File: src/hdl/b64d_pkg.sv
// shared types, constants and the character decode function for the base64 decoder
package b64d_pkg;

   localparam int unsigned SYMBOL_W  = 8;
   localparam int unsigned SEXTET_W  = 6;
   localparam int unsigned BYTE_W    = 8;
   localparam int unsigned ACC_W     = 3 * SEXTET_W;
   localparam int unsigned TRIPLE_W  = 4 * SEXTET_W;
   localparam int unsigned CNT_W     = 2;

   localparam int unsigned QUEUE_DEPTH = 4;
   localparam int unsigned QPTR_W      = $clog2(QUEUE_DEPTH);
   localparam int unsigned QCNT_W      = $clog2(QUEUE_DEPTH + 1);

   localparam logic [SYMBOL_W-1:0] PAD_CHAR   = 8'h3D;
   localparam logic [SYMBOL_W-1:0] PLUS_CHAR  = 8'h2B;
   localparam logic [SYMBOL_W-1:0] SLASH_CHAR = 8'h2F;

   localparam logic [1:0] POS_LAST = 2'd3;

   // one finished group (or one error) handed from front to back
   typedef struct packed {
      logic [TRIPLE_W-1:0] triple;
      logic [CNT_W-1:0]    count;   // bytes to emit, 1 to 3
      logic                eoi;
      logic                err;
   } job_type;

   // queue status seen by front and back
   typedef struct packed {
      logic head_valid;
      logic full;
   } queue_status_type;

   function automatic logic [SEXTET_W-1:0] sextet_of(input logic [SYMBOL_W-1:0] c);
      logic [SEXTET_W-1:0] s;
      s = '0;
      if (c >= 8'h41 && c <= 8'h5A) begin
         s = SEXTET_W'(c - 8'h41);
      end else if (c >= 8'h61 && c <= 8'h7A) begin
         s = SEXTET_W'(c - 8'h61 + 8'd26);
      end else if (c >= 8'h30 && c <= 8'h39) begin
         s = SEXTET_W'(c - 8'h30 + 8'd52);
      end else if (c == PLUS_CHAR) begin
         s = 6'd62;
      end else if (c == SLASH_CHAR) begin
         s = 6'd63;
      end
      return s;
   endfunction

endpackage

File: src/hdl/base64_stream_decoder_top.sv
// base64 stream decoder: one character in per request, decoded bytes out
//
// request channel (req_*): one base64 character per request in req_tdata, with
// req_tlast set on the final character of the encoded text.
// response channel (rsp_*): one decoded byte per response in rsp_tdata; rsp_tlast
// marks the last byte caused by one character, rsp_tuser carries the stream end
// and length error flags. a group of four characters yields one to three bytes
// ('=' in the third or fourth place drops trailing bytes); an end mark inside an
// incomplete group yields one error response with a zero byte.
// the front end takes one character per cycle while the queue has room and
// pushes a finished group into a four-entry job queue; the back end emits one
// byte per cycle into an output register while the receiver is ready. a group's
// first byte passes the queue slot, then the output register; the other bytes
// follow one per cycle. sustained rate is one character per cycle, since a group
// of four characters yields at most three bytes. when the receiver stalls, the
// output register holds and the queue fills; req_tready drops only while the
// queue is full. reset clears the group state, the queue and the response valid flag.
module base64_stream_decoder_top (
   input  logic        clock,
   input  logic        reset,
   input  logic        req_tvalid,
   output logic        req_tready,
   input  logic [7:0]  req_tdata,   // [7:0] symbol
   input  logic        req_tlast,   // end_of_input
   output logic        rsp_tvalid,
   input  logic        rsp_tready,
   output logic [7:0]  rsp_tdata,   // [7:0] data_byte
   output logic        rsp_tlast,   // run_last
   output logic [1:0]  rsp_tuser    // [0] stream_end, [1] length_error
);

   b64d_pkg::queue_status_type q_status;
   b64d_pkg::job_type          push_job;
   b64d_pkg::job_type          head_job;
   logic                       push;
   logic                       pop;
   logic                       stream_end;
   logic                       length_error;

   b64d_front u_front (
      .clock      (clock),
      .reset      (reset),
      .req_tvalid (req_tvalid),
      .req_tready (req_tready),
      .req_symbol (req_tdata),
      .req_eoi    (req_tlast),
      .q_status   (q_status),
      .push       (push),
      .push_job   (push_job)
   );

   b64d_queue u_queue (
      .clock    (clock),
      .reset    (reset),
      .push     (push),
      .push_job (push_job),
      .pop      (pop),
      .head_job (head_job),
      .q_status (q_status)
   );

   b64d_back u_back (
      .clock            (clock),
      .reset            (reset),
      .head_job         (head_job),
      .q_status         (q_status),
      .pop              (pop),
      .rsp_tvalid       (rsp_tvalid),
      .rsp_tready       (rsp_tready),
      .rsp_data_byte    (rsp_tdata),
      .rsp_run_last     (rsp_tlast),
      .rsp_stream_end   (stream_end),
      .rsp_length_error (length_error)
   );

   assign rsp_tuser = {length_error, stream_end};

endmodule

File: src/hdl/b64d_front.sv
// front end: accepts characters, gathers groups of four and queues decode jobs
module b64d_front (
   input  logic                               clock,
   input  logic                               reset,
   input  logic                               req_tvalid,
   output logic                               req_tready,
   input  logic [b64d_pkg::SYMBOL_W-1:0]      req_symbol,
   input  logic                               req_eoi,
   input  b64d_pkg::queue_status_type         q_status,
   output logic                               push,
   output b64d_pkg::job_type                  push_job
);

   logic [b64d_pkg::ACC_W-1:0]    acc_ff, acc_in;
   logic [1:0]                    pos_ff, pos_in;
   logic                          third_pad_ff, third_pad_in;
   logic                          accept;
   logic                          is_pad;
   logic [b64d_pkg::SEXTET_W-1:0] sextet;

   assign req_tready = !q_status.full;
   assign accept     = req_tvalid && req_tready;
   assign sextet     = b64d_pkg::sextet_of(req_symbol);
   assign is_pad     = (req_symbol == b64d_pkg::PAD_CHAR);

   always_comb begin
      acc_in       = acc_ff;
      pos_in       = pos_ff;
      third_pad_in = third_pad_ff;
      push         = 1'b0;
      push_job     = '0;
      if (accept) begin
         if (pos_ff == b64d_pkg::POS_LAST) begin
            push            = 1'b1;
            push_job.triple = {acc_ff, sextet};
            push_job.count  = 2'd3 - b64d_pkg::CNT_W'(third_pad_ff)
                              - b64d_pkg::CNT_W'(is_pad);
            push_job.eoi    = req_eoi;
            acc_in          = '0;
            pos_in          = '0;
            third_pad_in    = 1'b0;
         end else if (req_eoi) begin
            // end mark inside an incomplete group
            push           = 1'b1;
            push_job.count = 2'd1;
            push_job.eoi   = 1'b1;
            push_job.err   = 1'b1;
            acc_in         = '0;
            pos_in         = '0;
            third_pad_in   = 1'b0;
         end else begin
            acc_in = {acc_ff[b64d_pkg::ACC_W-b64d_pkg::SEXTET_W-1:0], sextet};
            pos_in = pos_ff + 2'd1;
            if (pos_ff == 2'd2) begin
               third_pad_in = is_pad;
            end
         end
      end
   end

   always_ff @(posedge clock) begin
      if (reset) begin
         acc_ff       <= '0;
         pos_ff       <= '0;
         third_pad_ff <= 1'b0;
      end else begin
         acc_ff       <= acc_in;
         pos_ff       <= pos_in;
         third_pad_ff <= third_pad_in;
      end
   end

endmodule

File: src/hdl/b64d_queue.sv
// short job queue between the front end and the byte emitter
module b64d_queue (
   input  logic                       clock,
   input  logic                       reset,
   input  logic                       push,
   input  b64d_pkg::job_type          push_job,
   input  logic                       pop,
   output b64d_pkg::job_type          head_job,
   output b64d_pkg::queue_status_type q_status
);

   b64d_pkg::job_type                 slot_ff [b64d_pkg::QUEUE_DEPTH];
   logic [b64d_pkg::QPTR_W-1:0]       wr_ptr_ff, wr_ptr_in;
   logic [b64d_pkg::QPTR_W-1:0]       rd_ptr_ff, rd_ptr_in;
   logic [b64d_pkg::QCNT_W-1:0]       count_ff, count_in;
   logic                              do_pop;

   assign q_status.head_valid = (count_ff != '0);
   assign q_status.full       = (count_ff == b64d_pkg::QCNT_W'(b64d_pkg::QUEUE_DEPTH));
   assign head_job            = slot_ff[rd_ptr_ff];
   assign do_pop              = pop && q_status.head_valid;

   always_comb begin
      wr_ptr_in = push   ? wr_ptr_ff + 1'b1 : wr_ptr_ff;
      rd_ptr_in = do_pop ? rd_ptr_ff + 1'b1 : rd_ptr_ff;
      count_in  = count_ff;
      if (push && !do_pop) begin
         count_in = count_ff + 1'b1;
      end else if (do_pop && !push) begin
         count_in = count_ff - 1'b1;
      end
   end

   always_ff @(posedge clock) begin
      if (reset) begin
         wr_ptr_ff <= '0;
         rd_ptr_ff <= '0;
         count_ff  <= '0;
      end else begin
         wr_ptr_ff <= wr_ptr_in;
         rd_ptr_ff <= rd_ptr_in;
         count_ff  <= count_in;
      end
   end

   always_ff @(posedge clock) begin
      if (push) begin
         slot_ff[wr_ptr_ff] <= push_job;
      end
   end

endmodule

File: src/hdl/b64d_back.sv
// back end: splits each queued group into bytes and drives the response register
module b64d_back (
   input  logic                           clock,
   input  logic                           reset,
   input  b64d_pkg::job_type              head_job,
   input  b64d_pkg::queue_status_type     q_status,
   output logic                           pop,
   output logic                           rsp_tvalid,
   input  logic                           rsp_tready,
   output logic [b64d_pkg::BYTE_W-1:0]    rsp_data_byte,
   output logic                           rsp_run_last,
   output logic                           rsp_stream_end,
   output logic                           rsp_length_error
);

   logic [b64d_pkg::CNT_W-1:0]  kidx_ff, kidx_in;
   logic                        valid_ff, valid_in;
   logic [b64d_pkg::BYTE_W-1:0] byte_ff, byte_in;
   logic                        last_ff, last_in;
   logic                        end_ff, end_in;
   logic                        err_ff, err_in;
   logic                        load;
   logic                        is_last;
   logic [b64d_pkg::BYTE_W-1:0] sel_byte;

   assign load    = q_status.head_valid && (!valid_ff || rsp_tready);
   assign is_last = (kidx_ff == head_job.count - 2'd1);
   assign pop     = load && is_last;

   always_comb begin
      unique case (kidx_ff)
         2'd0:    sel_byte = head_job.triple[23:16];
         2'd1:    sel_byte = head_job.triple[15:8];
         2'd2:    sel_byte = head_job.triple[7:0];
         default: sel_byte = '0;
      endcase
   end

   always_comb begin
      kidx_in  = kidx_ff;
      valid_in = valid_ff && !rsp_tready;
      byte_in  = byte_ff;
      last_in  = last_ff;
      end_in   = end_ff;
      err_in   = err_ff;
      if (load) begin
         valid_in = 1'b1;
         byte_in  = head_job.err ? '0 : sel_byte;
         last_in  = is_last;
         end_in   = is_last && head_job.eoi;
         err_in   = head_job.err;
         kidx_in  = is_last ? '0 : kidx_ff + 2'd1;
      end
   end

   always_ff @(posedge clock) begin
      if (reset) begin
         kidx_ff  <= '0;
         valid_ff <= 1'b0;
      end else begin
         kidx_ff  <= kidx_in;
         valid_ff <= valid_in;
      end
   end

   always_ff @(posedge clock) begin
      byte_ff <= byte_in;
      last_ff <= last_in;
      end_ff  <= end_in;
      err_ff  <= err_in;
   end

   assign rsp_tvalid       = valid_ff;
   assign rsp_data_byte    = byte_ff;
   assign rsp_run_last     = last_ff;
   assign rsp_stream_end   = end_ff;
   assign rsp_length_error = err_ff;

endmodule

File: config.mk
export PLATFORM = sky130hd
export DESIGN_NAME = base64_stream_decoder_top
export DESIGN_NICKNAME = d
export VERILOG_FILES = /design/src/hdl/b64d_pkg.sv /design/src/hdl/base64_stream_decoder_top.sv /design/src/hdl/b64d_front.sv /design/src/hdl/b64d_queue.sv /design/src/hdl/b64d_back.sv
export SDC_FILE = /design/constraint.sdc
export NUM_CORES = 1
export LEC_CHECK = 0
export BUFFER_PORTS_ARGS = -buffer_cell sky130_fd_sc_hd__buf_2
export CAP_MARGIN = 20
export CORE_UTILIZATION = 39
export DETAILED_ROUTE_END_ITERATION = 16
export REMOVE_ABC_BUFFERS = 1
export SETUP_SLACK_MARGIN = 0.4
export SYNTH_ARGS = -nofsm -noshare
export SYNTH_HDL_FRONTEND = slang
export SYNTH_SLANG_ARGS = --single-unit
File: constraint.sdc
create_clock -name clock -period 3.34 [get_ports clock]
set_clock_uncertainty 0.1 [all_clocks]
set_input_delay 0.334 -clock clock [delete_from_list [all_inputs] [get_ports clock]]
set_output_delay 0.334 -clock clock [all_outputs]
set_load 0.05 [all_outputs]
== Word level (Yosys, flattened, before mapping) ==
Memories as Yosys holds them, arrays and structs flattened. A register that Yosys moved wholly into a read port is not among the register bits.
Index checks and enable logic that the tools add are counted.

* Add/sub/neg operators: 14
* Order comparisons: 6
* Eq/ne operators: 9
* Muxes and demuxes: 29
* Reductions and logical operators: 22

{| class="wikitable"
|+ Operators by type and width
! cell !! count
|-
| 18-bit two-way mux || 2
|-
| 6-bit two-way mux || 5
|-
| 28-bit two-way mux || 1
|-
| 8-bit by 6-bit == test with 1-bit output (second input constant) || 3
|-
| 24-bit two-way mux || 1
|-
| 8-bit one-hot mux with 3 select lines || 1
|-
| 8-bit by 7-bit >= comparator with 1-bit output (second input constant) || 2
|-
| 8-bit by 7-bit less-or-equal comparator with 1-bit output (second input constant) || 2
|-
| 3-bit two-way mux || 4
|-
| 6-bit subtractor (second input constant) || 2
|-
| 1-bit logical AND || 11
|-
| 1-bit two-way mux || 10
|-
| 2-bit two-way mux || 5
|-
| 2-bit by 1-bit adder with 2-bit output (second input constant) || 4
|-
| 8-bit by 6-bit >= comparator with 1-bit output (second input constant) || 1
|-
| 8-bit by 6-bit less-or-equal comparator with 1-bit output (second input constant) || 1
|-
| 6-bit by 5-bit adder with 6-bit output (second input constant) || 1
|-
| 6-bit adder (second input constant) || 1
|-
| 2-bit == test (second input constant) || 3
|-
| 3-bit nonzero test || 2
|-
| 6-bit by 1-bit subtractor with 6-bit output (second input constant) || 1
|-
| 1-bit logical NOT || 5
|-
| 3-bit by 1-bit adder with 3-bit output (second input constant) || 1
|-
| 3-bit == test (second input constant) || 1
|-
| other kinds (10) || 10
|}

* Register bits after elaboration: 42
* Memory bits (writable): 112
* Input bits: 13
* Memories kept: 1

{| class="wikitable"
|+ Memory list
! memory !! depth !! bits a word !! read ports !! clocked after Yosys merged registers in !! wr ports !! line !! source
|-
| u_queue.slot_ff || 4 || 28 || 1 || 1 || 1 || b64d_queue.sv:12 || <nowiki>b64d_pkg::job_type slot_ff [b64d_pkg::QUEUE_DEPTH];</nowiki>
|}

== Longest topological paths before layout ==
Gate-level depths: netlist of the first run.

* Depth in word-level cells: 8
* Depth in mapped cells: 11
* Depth with buffers taken out: 10

== Modules after synthesis ==
A second synthesis of the first run with hierarchy kept.

* Cells, all modules: 444
* Area total of the unflattened synthesis: 6,817.8 um^2

{| class="wikitable"
|+ By module, submodules not included
! module !! times used !! cells an instance !! area each (um^2) !! sequential area each (um^2)
|-
| b64d_queue || 1 || 190 || 4,529.3 || 3,543.4
|-
| b64d_front || 1 || 195 || 1,579.0 || 420.4
|-
| b64d_back || 1 || 57 || 694.4 || 390.4
|-
| base64_stream_decoder_top || 1 || 2 || 15.0 || 0.0
|}

== Least setup slack after synthesis of the first run ==
Ideal clock, no wire load.

* Kind: reg2reg
* Start: reg (tool-made name)
* End: reg u_queue.count_ff[2] (netlist bit)
* Data arrival time: 2.635 ns
* Data required time: 3.169 ns
* Slack: 0.535 ns
* Stages on the path, launching flop included: 12
* Buffers on the path: 1
* Clock period less this slack: 2.805 ns
* Cell sequence: dfxtp_1 > buf_6 > mux4_2 > xnor2_4 > mux2i_4 > nand2_2 > ha_1 > inv_1 > fa_1 > xor2_1 > or3_1 > a21oi_1

{| class="wikitable"
|+ RTL lines
! what !! line !! source
|-
| to (signal assigned) || b64d_queue.sv:42 || <nowiki>count_ff <= count_in;</nowiki>
|-
| to (decl) || b64d_queue.sv:15 || <nowiki>logic [b64d_pkg::QCNT_W-1:0] count_ff, count_in;</nowiki>
|}

==> impl_metrics.csv, run 1 <==
group,metric,value,unit
die,row_count,47,
die,io-pin-count,26,
power_and_ir_drop,p_leak,2.71,nW
yosys,syn_area_per_cell,14.7,µm²
timing,min_period,2.81,ns
flow_run,cap_viol_max_count,0,
clock_network,clock_path_buffers,2,
drt,post_drt_wl_per_cell,18.3,µm
critical_path,critPathLaunchType,"flop",
clock_network,insertion_delay,0.42,ns
drt,drt_first_pass_iters,6,
drt,wl_met2,6.38,mm
layout,n_antenna_cell,0,
critical_path,arrival,3.07,ns
yosys,syn_area,6640,µm²
drt,drt-initial-drc-count,323,
yosys,ys_seq_area_share,65.5,%
worst_hold_path,hold_class,"in2reg",
placed_design,place_hpwl,7.99,mm
yosys,synth-seq-cells,156,
yosys,syn_inst,453,
grt,grt_usage,16.1,%
clock_network,post_cts_buffers,0,
power_and_ir_drop,power_frac_comb,26.4,%
critical_path,regToRegEndpoint,"u_queue.count_ff[2]",
die,die-width,133,µm
timing,hold_viol_final,0,
grt,grt_max_degree,37,
critical_path,path_class,"reg2reg",
grt,grt_pass1_wl,20.8,mm
critical_path,cp_max_fo,6,
layout,drive_gt1_share,19.8,%
timing,setup_ws,0.525,ns
drt,met3_length,440,µm
power_and_ir_drop,intPower,4.09,mW
power_and_ir_drop,power.switching,1.83,mW
timing,fin_crit_sh,84.3,%
power_and_ir_drop,irDropWorstVdd,0.437,mV
grt,globalRouteOverflowTotal,0,
layout,area_growth,14.5,%
grt,grt_pass1_vias,3814,
outcome,status,"finished clean",
critical_path,endpoint_kind,"flop",
grt,antenna_found_initial,0,
worst_hold_path,hold_path_end,"u_back.rsp_tvalid",
critical_path,critical_path_required,3.59,ns
yosys,ys_warn_count,0,
layout,num-nets-final,516,
power_and_ir_drop,seqPwrFrac,41.0,%
worst_hold_path,min_from,"rsp_tready",
power_and_ir_drop,power.total,5.92,mW
clock_network,cts_buffers,17,
power_and_ir_drop,clkPwrFrac,32.6,%
drt,wl_met1,6.04,mm
drt,drt_wl_total,13.0,mm
timing,max_freq,355,MHz
drt,antenna_left,0,
timing,maxSlewHeadroom,49.3,%
timing,drv_slew,0,
clock_network,cts.reportedPaths.clkPinSlew,0.06,ns
clock_network,cts_root_buf,"clkbuf_16",
layout,layout.cells.non_filler,714,
die,start_util,40.1,%
placed_design,port_buffers,25,
drt,vias,3816,
placed_design,place_congestion,0.809,
die,fp.coreArea,16600,µm²
worst_hold_path,hold_depth,4,
drt,viasPerCell,5.34,
power_and_ir_drop,switching_share,30.9,%
clock_network,htree_num_levels,4,
die,die_area,17600,µm²
placed_design,place_inst,682,
yosys,yosys.cell_types.count,48,
timing,grt_setup_unrepaired,"no",
timing,worst_pin_slew,0.751,ns
clock_network,cts_sinks,156,
placed_design,dp_slack,0.512,ns
power_and_ir_drop,power.density,778,nW/µm²
clock_network,cts_resized,0,
drt,post-route-drc-count,0,
drt,top_layer_used,"met4",
critical_path,r2r_slack,0.53,ns
timing,setup_viol,0,
clock_network,cts_hold_buf,0,
die,dieHeight,133,µm
clock_network,cts_tree,"done",
critical_path,reg2reg_depth,10,
-- power by group through the flow --
stage	clock, mW	combinational (mW)	sequential [mW]
detailed placement	0	1.58	2.47
CTS	1.96	1.60	2.43
global placement	0	1.57	2.46
floorplan	0	0.820	2.79
finish	1.93	1.56	2.43
global route	2.04	1.69	2.45
-- final cells by class --
class | count | area, µm²
Clock inverter | 11 | 143
Tap cell | 220 | 275
Timing Repair Buffer | 36 | 208
Clock buffer | 21 | 460
Fill cell | 1489 | 8970
Sequential cell | 156 | 4360
Inverter | 25 | 93.8
Multi-Input combinational cell | 245 | 2070
-- critical path, cell delays in order (launching register included) --
cell	delay, ns
dfxtp_2	0.35
mux4_2	0.56
xnor2_4	0.16
mux2i_4	0.23
nand2_2	0.11
ha_1	0.18
inv_1	0.06
fa_1	0.37
xor2_1	0.16
or3_1	0.31
a21oi_1	0.15
-- per-stage QoR --
| step | utilization, % | setup TNS [ns] | hold WS (ns) | cell area, µm² |
|---|---|---|---|---|
| 3_5_place_dp | 42.2 | 0 | 0.342 | 7010 |
| 6_report | 45.9 | 0 | 0.0799 | 7610 |
| 3_3_place_gp | 42.2 | 0 | 0.334 | 7010 |
| 2_1_floorplan | - | -0.706 | 0.298 | 6520 |
| 4_1_cts | 45.9 | 0 | 0.0679 | 7610 |
| 5_1_grt | 45.9 | 0 | 0.102 | 7610 |
-- layer usage --
layer	up-vias	GRT usage, %
li1	1760	-
met1	1955	20.9
met2	88	25.9
met3	13	4.25
met4	0	5.87
met5	-	0
-- synth_stat cells, drive strengths merged --
master / instances / area [µm²]
nand4: 1 / 6.26
nand3: 14 / 70.1
a32o: 1 / 10.0
nor2: 33 / 124
dfxtp: 33 / 661
a22o: 1 / 8.76
o21ai: 8 / 40.0
a2111oi: 1 / 27.5
o31a: 1 / 8.76
edfxtp: 123 / 3690
nor3: 5 / 25.0
nor4: 1 / 6.26
nor4b: 1 / 8.76
mux4: 28 / 642
a21boi: 2 / 15.0
a211oi: 1 / 7.51
xor2: 4 / 35.0
or3: 2 / 12.5
nor2b: 1 / 6.26
and3: 18 / 113
o311ai: 2 / 17.5
o32ai: 6 / 52.6
inv: 25 / 93.8
nand2b: 2 / 12.5
or2: 2 / 12.5
nand2: 29 / 111
a22oi: 8 / 60.1
a21oi: 31 / 155
mux2i: 3 / 42.5
and2: 2 / 12.5
a311o: 1 / 10.0
a21o: 1 / 7.51
buf: 11 / 60.1
a221oi: 4 / 35.0
fa: 1 / 20.0
nand3b: 1 / 7.51
o21bai: 1 / 7.51
ha: 21 / 263
clkbuf: 16 / 61.3
xnor2: 7 / 80.1
-- cell families after synthesis --
kind of cell | Yosys count | share of synthesized area, %
buffers and inverters | 52 | 3.24
DFF | 156 | 65.5
xor gates and xnor gates | 11 | 1.73
AOI/OAI and AO/OA | 69 | 6.97
and+or+nand+nor | 112 | 7.95
muxes | 31 | 10.3
adders and majority gates | 22 | 4.26
-- state kept, by name, summed over array words and instances (netlist names), named ones only --
signal,cells
u_queue.wr_ptr_ff,2
u_back.rsp_stream_end,1
u_back.rsp_data_byte,8
u_queue.rd_ptr_ff,2
u_queue.slot_ff,112
u_front.pos_ff,2
u_back.rsp_tvalid,1
u_back.rsp_run_last,1
u_front.acc_ff,18
u_queue.count_ff,3
u_back.rsp_length_error,1
u_back.kidx_ff,2
u_front.third_pad_ff,1
-- how the worst max path moves through the flow --
stage	slack (ns)	start	cells past startpoint	endpoint
floorplan	-0.42	flop	10	u_queue.count_ff[2]
CTS	0.51	flop	10	u_queue.count_ff[2]
global route	0.41	flop	10	u_queue.count_ff[2]
finish	0.53	flop	10	u_queue.count_ff[2]
detailed placement	0.51	req_tdata[2]	9	u_queue.slot_ff[2][7]
global placement	0.58	flop	10	u_queue.count_ff[2]
-- layout by cell type, fill, tap and decap left out, types with 3 or more instances in the layout --
master / netlist / layout
and3_1: 18 / 18
dfxtp_1: 33 / 32
o21ai_0: 8 / 8
nand3_1: 14 / 14
nor3_1: 5 / 5
edfxtp_1: 123 / 123
inv_1: 25 / 25
bufinv_16: 0 / 3
mux4_1: 3 / 3
o32ai_1: 6 / 6
buf_2: 3 / 25
ha_1: 21 / 21
xnor2_1: 6 / 6
xor2_1: 4 / 4
a22oi_1: 8 / 8
a21oi_1: 31 / 31
nand2_1: 28 / 28
buf_4: 2 / 11
clkinv_2: 0 / 4
a221oi_1: 4 / 4
clkbuf_16: 0 / 17
nor2_1: 33 / 33
mux4_2: 25 / 25
Power figures use the tool's default switching activity.
==> run 2, diff against run 1 <==
==> constraint.sdc (replaced) <==
create_clock -name clock -period 2.55 [get_ports clock]
set_clock_uncertainty 0.1 [all_clocks]
set_input_delay 0.255 -clock clock [delete_from_list [all_inputs] [get_ports clock]]
set_output_delay 0.255 -clock clock [all_outputs]
set_load 0.05 [all_outputs]
==> run 2 against run 1 <==
- critical path depth is the same
- power is 38% higher
- critical endpoint unchanged
- register-to-register slack worse by 0.62 ns
- sequential share of layout area shrank 2.2 points
- the flow now finishes with violations (negative setup slack)
- worst setup slack got worse by 0.62 ns
- highest routed layer unchanged
==> impl_metrics.csv, run 2 (synthesis results as in run 1) <==
group,metric,value,unit
outcome,status,"complete, but fails checks",
outcome,violations,"negative setup slack",
timing,worst_pin_slew,0.649,ns
critical_path,arrival,2.89,ns
power_and_ir_drop,switching_share,30.5,%
drt,post_drt_wl_per_cell,18.4,µm
grt,antenna_found_initial,0,
power_and_ir_drop,power.total,8.17,mW
drt,top_layer_used,"met4",
layout,top_register,"u_queue.slot_ff",
critical_path,cp_top_family,"multiplexers",
clock_network,clock_path_buffers,2,
layout,fillers,1432,
critical_path,cp.buffers_inverters,1,
layout,num-nets-final,534,
die,die_area,17600,µm²
drt,antenna_left,0,
critical_path,crit_cells,10,
die,die-width,133,µm
layout,layout_commonest_cell,"edfxtp_1",
critical_path,regToRegEndpoint,"u_queue.count_ff[2]",
clock_network,cts.reportedPaths.clkPinSlew,0.06,ns
critical_path,critical_path_required,2.80,ns
die,fp.coreArea,16600,µm²
clock_network,cts_tree,"done",
layout,multi_input_area,2160,µm²
critical_path,cp_slowest_stage_delay,0.53,ns
timing,setup_viol,2,
timing,max_freq,378,MHz
drt,wl_met2,6.52,mm
power_and_ir_drop,power.density,1030,nW/µm²
clock_network,htree_num_levels,4,
timing,fin_crit_sh,104,%
critical_path,r2r_start,"u_queue.slot_ff[1][3]",
placed_design,place_inst,691,
grt,globalRouteOverflowTotal,0,
timing,maxSlewHeadroom,56.7,%
critical_path,path_class,"reg2reg",
timing,hold_viol_final,0,
power_and_ir_drop,power.switching,2.49,mW
clock_network,cts_buffers,17,
critical_path,reg2reg_depth,10,
power_and_ir_drop,clkPwrFrac,32.4,%
layout,drive_gt1_share,25.8,%
power_and_ir_drop,irDropWorstVdd,0.526,mV
placed_design,port_buffers,25,
placed_design,place_hpwl,8.18,mm
worst_hold_path,min_from,"req_tdata[7]",
placed_design,place_congestion,0.836,
layout,final_cell_mix,"123 x edfxtp_1, 32 x dfxtp_1, 31 x a21oi_1",
power_and_ir_drop,p_leak,2.85,nW
critical_path,critPathLaunchType,"flop",
critical_path,cp_max_fo,2,
clock_network,insertion_delay,0.42,ns
drt,drt_wl_total,13.5,mm
drt,wl_met1,6.19,mm
clock_network,cts_root_buf,"clkbuf_16",
layout,n_antenna_cell,0,
power_and_ir_drop,intPower,5.68,mW
grt,grt_pass1_wl,21.3,mm
grt,grt_pass1_vias,3898,
worst_hold_path,hold_depth,3,
drt,drt_first_pass_iters,4,
clock_network,cts_sinks,156,
die,io-pin-count,26,
layout,area_growth,19.1,%
power_and_ir_drop,power_frac_comb,28.7,%
timing,drv_slew,0,
critical_path,crit_path_cell_trace,"mux4_2, xnor2_4, mux2i_4, nand2_2, ha_4, inv_2, fa_2, xor2_1, or3_1, a21oi_1",
drt,vias,3883,
drt,met3_length,454,µm
critical_path,r2r_slack,-0.09,ns
worst_hold_path,hold_class,"in2reg",
timing,grt_setup_unrepaired,"yes",
worst_hold_path,hold_path_end,"u_front.acc_ff[4]",
placed_design,dp_slack,-0.176,ns
die,start_util,40.1,%
timing,setup_ws,-0.0930,ns
timing,min_period,2.64,ns
power_and_ir_drop,seqPwrFrac,39.0,%
drt,drt-initial-drc-count,242,
grt,grt_max_degree,34,
critical_path,crit_path_top_delay_cell,"mux4_2",
drt,post-route-drc-count,0,
layout,ff_latch_area,4360,µm²
timing,finalSetupTns,-0.0936,ns
grt,grt_usage,16.4,%
critical_path,endpoint_kind,"flop",
die,dieHeight,133,µm
drt,viasPerCell,5.30,
flow_run,cap_viol_max_count,0,
layout,largest_register_ffs,112,
die,row_count,47,
layout,layout.cells.non_filler,732,
run 2: per-stage QoR:
stage / hold WS (ns) / cell area, µm² / utilization (%)
finish: 0.206 / 7910 / 47.7
floorplan: 0.219 / 6520 / -
CTS: 0.169 / 7810 / 47.1
detailed placement: 0.340 / 7070 / 42.7
global placement: 0.337 / 7070 / 42.7
global route: 0.244 / 7910 / 47.7
run 2: power groups by stage:
| stage | Combinational [mW] | Clock (mW) | Sequential, mW |
|---|---|---|---|
| CTS | 2.29 | 2.68 | 3.18 |
| global route | 2.51 | 2.77 | 3.21 |
| detailed placement | 2.13 | 0 | 3.23 |
| finish | 2.34 | 2.64 | 3.18 |
| global placement | 2.11 | 0 | 3.22 |
| floorplan | 1.07 | 0 | 3.65 |
run 2: tightest hold or removal path, delay by kind of cell:
kind            cells  cell delay [ns]
compound gates      2             0.29
buf+inv             1             0.13
run 2: worst max path at each step:
stage	start	to	slack [ns]
after global placement	flop	u_queue.count_ff[2]	-0.10
after detailed placement	flop	u_queue.count_ff[2]	-0.18
after global routing	u_queue.slot_ff[1][3]	u_queue.count_ff[2]	-0.18
after CTS	flop	u_queue.count_ff[2]	-0.09
after floorplan	flop	u_queue.count_ff[2]	-1.21
final	u_queue.slot_ff[1][3]	u_queue.count_ff[2]	-0.09
run 2: routing by layer:
metal,track usage (%),up-vias
met5,0,-
met4,8.17,0
met3,3.33,22
met2,26.1,97
met1,21.3,1962
li1,-,1802
run 2: cell type report:
| class | count | share of cell area, % |
|---|---|---|
| Timing Repair Buffer | 54 | 5.09 |
| Inverter | 25 | 1.19 |
| Multi-Input combinational cell | 245 | 27.3 |
| Clock buffer | 20 | 5.77 |
| Sequential cell | 156 | 55.0 |
| Tap cell | 220 | 3.48 |
| Clock inverter | 12 | 2.13 |
run 2: repair_timing:
action | in CTS | in global routing
pin swaps | 4 | 5
hold endpoints to repair | 1 | 0
resized for setup | 13 | 23
buffers inserted | 7 | 1
hold buffers | 1 | 0
endpoints found under the setup margin | 39 | 109
==> run 3, diff against run 2 <==
--- a/config.mk
+++ b/config.mk
@@ -9,6 +9,7 @@
 export CAP_MARGIN = 20
 export CORE_UTILIZATION = 39
 export DETAILED_ROUTE_END_ITERATION = 16
+export RECOVER_POWER = 25
 export REMOVE_ABC_BUFFERS = 1
 export SETUP_SLACK_MARGIN = 0.4
 export SYNTH_ARGS = -nofsm -noshare
==> run 3 against run 2 <==
- the flow still finishes with violations (negative setup slack)
- power is 0.94% lower
- wire length grew 0.52%
- first-iteration DRC count increased by 1.2%
- combinational power decreased by 3%
- global-route usage is the same
- register-to-register slack is essentially flat
- critical path type unchanged
- die area stayed put
- critical path depth stayed put
- sequential power barely moved
- worst hold slack got worse by 0.0012 ns
- via count decreased by 0.23%
- clock power is essentially flat
==> impl_metrics.csv, run 3 (synthesis results as in run 1) <==
group,metric,value,unit
drt,post_drt_wl_per_cell,18.5,µm
critical_path,cp.buffers_inverters,1,
timing,drv_slew,0,
layout,largest_register_ffs,112,
drt,drt_first_pass_iters,5,
critical_path,cp_max_fo,2,
critical_path,path_class,"reg2reg",
clock_network,cts.reportedPaths.clkPinSlew,0.06,ns
critical_path,crit_path_cell_trace,"mux4_2, xnor2_4, mux2i_4, nand2_2, ha_4, inv_2, fa_2, xor2_1, or3_1, a21oi_1",
worst_hold_path,hold_depth,3,
timing,setup_ws,-0.0938,ns
power_and_ir_drop,power.density,1030,nW/µm²
critical_path,endpoint_kind,"flop",
timing,setup_viol,2,
outcome,violations,"negative setup slack",
grt,antenna_found_initial,0,
timing,fin_crit_sh,104,%
layout,layout.cells.non_filler,732,
power_and_ir_drop,p_leak,2.80,nW
worst_hold_path,hold_class,"in2reg",
die,die_area,17600,µm²
timing,grt_setup_unrepaired,"yes",
critical_path,regToRegEndpoint,"u_queue.count_ff[2]",
power_and_ir_drop,irDropWorstVdd,0.526,mV
grt,globalRouteOverflowTotal,0,
grt,grt_pass1_vias,3898,
timing,worst_pin_slew,1.04,ns
layout,final_cell_mix,"123 x edfxtp_1, 32 x dfxtp_1, 31 x a21oi_1",
drt,drt_wl_total,13.5,mm
drt,drt-initial-drc-count,245,
critical_path,cp_top_family,"multiplexers",
drt,post-route-drc-count,0,
die,dieHeight,133,µm
layout,area_growth,18.4,%
layout,final_area,7870,µm²
layout,fillers,1445,
die,die-width,133,µm
timing,max_freq,378,MHz
critical_path,crit_cells,10,
placed_design,place_hpwl,8.18,mm
layout,layout_commonest_cell,"edfxtp_1",
timing,maxSlewHeadroom,30.8,%
flow_run,cap_viol_max_count,0,
die,start_util,40.1,%
grt,grt_usage,16.4,%
clock_network,cts_sinks,156,
clock_network,cts_root_buf,"clkbuf_16",
worst_hold_path,hold_path_end,"u_front.acc_ff[4]",
placed_design,place_inst,691,
clock_network,cts_buffers,17,
placed_design,place_congestion,0.836,
layout,num-nets-final,534,
clock_network,insertion_delay,0.42,ns
grt,grt_pass1_wl,21.3,mm
critical_path,crit_path_top_delay_cell,"mux4_2",
clock_network,clock_path_buffers,2,
critical_path,r2r_start,"u_queue.slot_ff[1][3]",
layout,top_register,"u_queue.slot_ff",
outcome,status,"complete, but fails checks",
critical_path,critical_path_required,2.80,ns
critical_path,r2r_slack,-0.09,ns
placed_design,port_buffers,25,
die,row_count,47,
drt,antenna_left,0,
worst_hold_path,min_from,"req_tdata[7]",
drt,vias,3874,
layout,drive_gt1_share,23.0,%
layout,post-route-util,47.4,%
critical_path,critPathLaunchType,"flop",
critical_path,cp_slowest_stage_delay,0.53,ns
layout,n_antenna_cell,0,
clock_network,cts_tree,"done",
die,io-pin-count,26,
clock_network,htree_num_levels,4,
critical_path,reg2reg_depth,10,
critical_path,arrival,2.89,ns
placed_design,post_dp_cell_area,7070,µm²
timing,hold_viol_final,0,
drt,viasPerCell,5.29,
timing,min_period,2.64,ns
timing,finalSetupTns,-0.0955,ns
die,fp.coreArea,16600,µm²
grt,grt_max_degree,34,
run 3: cell count changes in the layout (fill, tap and decap cells not counted), sizes merged:
| cell | change |
|---|---|
| clkbuf | +16 |
| buf | -16 |
run 3: how the worst max path moves through the flow:
stage | end | from
global route | u_queue.count_ff[2] | u_queue.slot_ff[1][3]
global placement | u_queue.count_ff[2] | flop
floorplan | u_queue.count_ff[2] | flop
finish | u_queue.count_ff[2] | u_queue.slot_ff[1][3]
CTS | u_queue.count_ff[2] | flop
detailed placement | u_queue.count_ff[2] | flop
run 3: repair_timing:
item                       in CTS  in global routing
setup buffers                   7                  1
pin swaps                       4                  5
cloned                          0                  0
hold endpoints to repair        1                  0
hold buffers                    1                  0
gates resized for setup        13                 23
setup endpoints to repair      39                109
run 3: through the flow:
step	hold slack, ns	setup slack (ns)	power, mW
CTS	0.169	-0.0906	8.15
detailed placement	0.340	-0.176	5.37
global route	0.244	-0.183	8.42
global placement	0.337	-0.100	5.33
finish	0.205	-0.0938	8.09
floorplan	0.219	-1.21	4.73
run 3: power breakdown:
| part | switching [mW] | internal (mW) | total [mW] |
|---|---|---|---|
| clock | 0.963 | 1.68 | 2.64 |
| sequential | 0.129 | 3.06 | 3.19 |
| combinational | 1.40 | 0.861 | 2.26 |
| total | 2.49 | 5.60 | 8.09 |
run 3: area by class of cell:
| class | instances | area [µm²] | share of cell area (%) |
|---|---|---|---|
| Inverter | 25 | 93.8 | 1.19 |
| Sequential cell | 156 | 4360 | 55.4 |
| Timing Repair Buffer | 54 | 354 | 4.50 |
| Multi-Input combinational cell | 245 | 2160 | 27.5 |
| Tap cell | 220 | 275 | 3.50 |
| Clock inverter | 12 | 169 | 2.15 |
| Clock buffer | 20 | 457 | 5.81 |
run 3: tightest hold or removal path: cells and delay by family:
| family | cells | cell delay [ns] |
|---|---|---|
| buffers and inverters | 1 | 0.12 |
| AOI/OAI and AO/OA | 2 | 0.29 |
run 3: routing by layer:
| metal | track usage [%] | up-vias | part of all wire (%) |
|---|---|---|---|
| met5 | 0 | - | 0 |
| met4 | 8.17 | 0 | 2.3 |
| met3 | 3.33 | 21 | 3.3 |
| met2 | 26.1 | 83 | 48 |
| met1 | 21.3 | 1974 | 46 |
| li1 | - | 1796 | - |
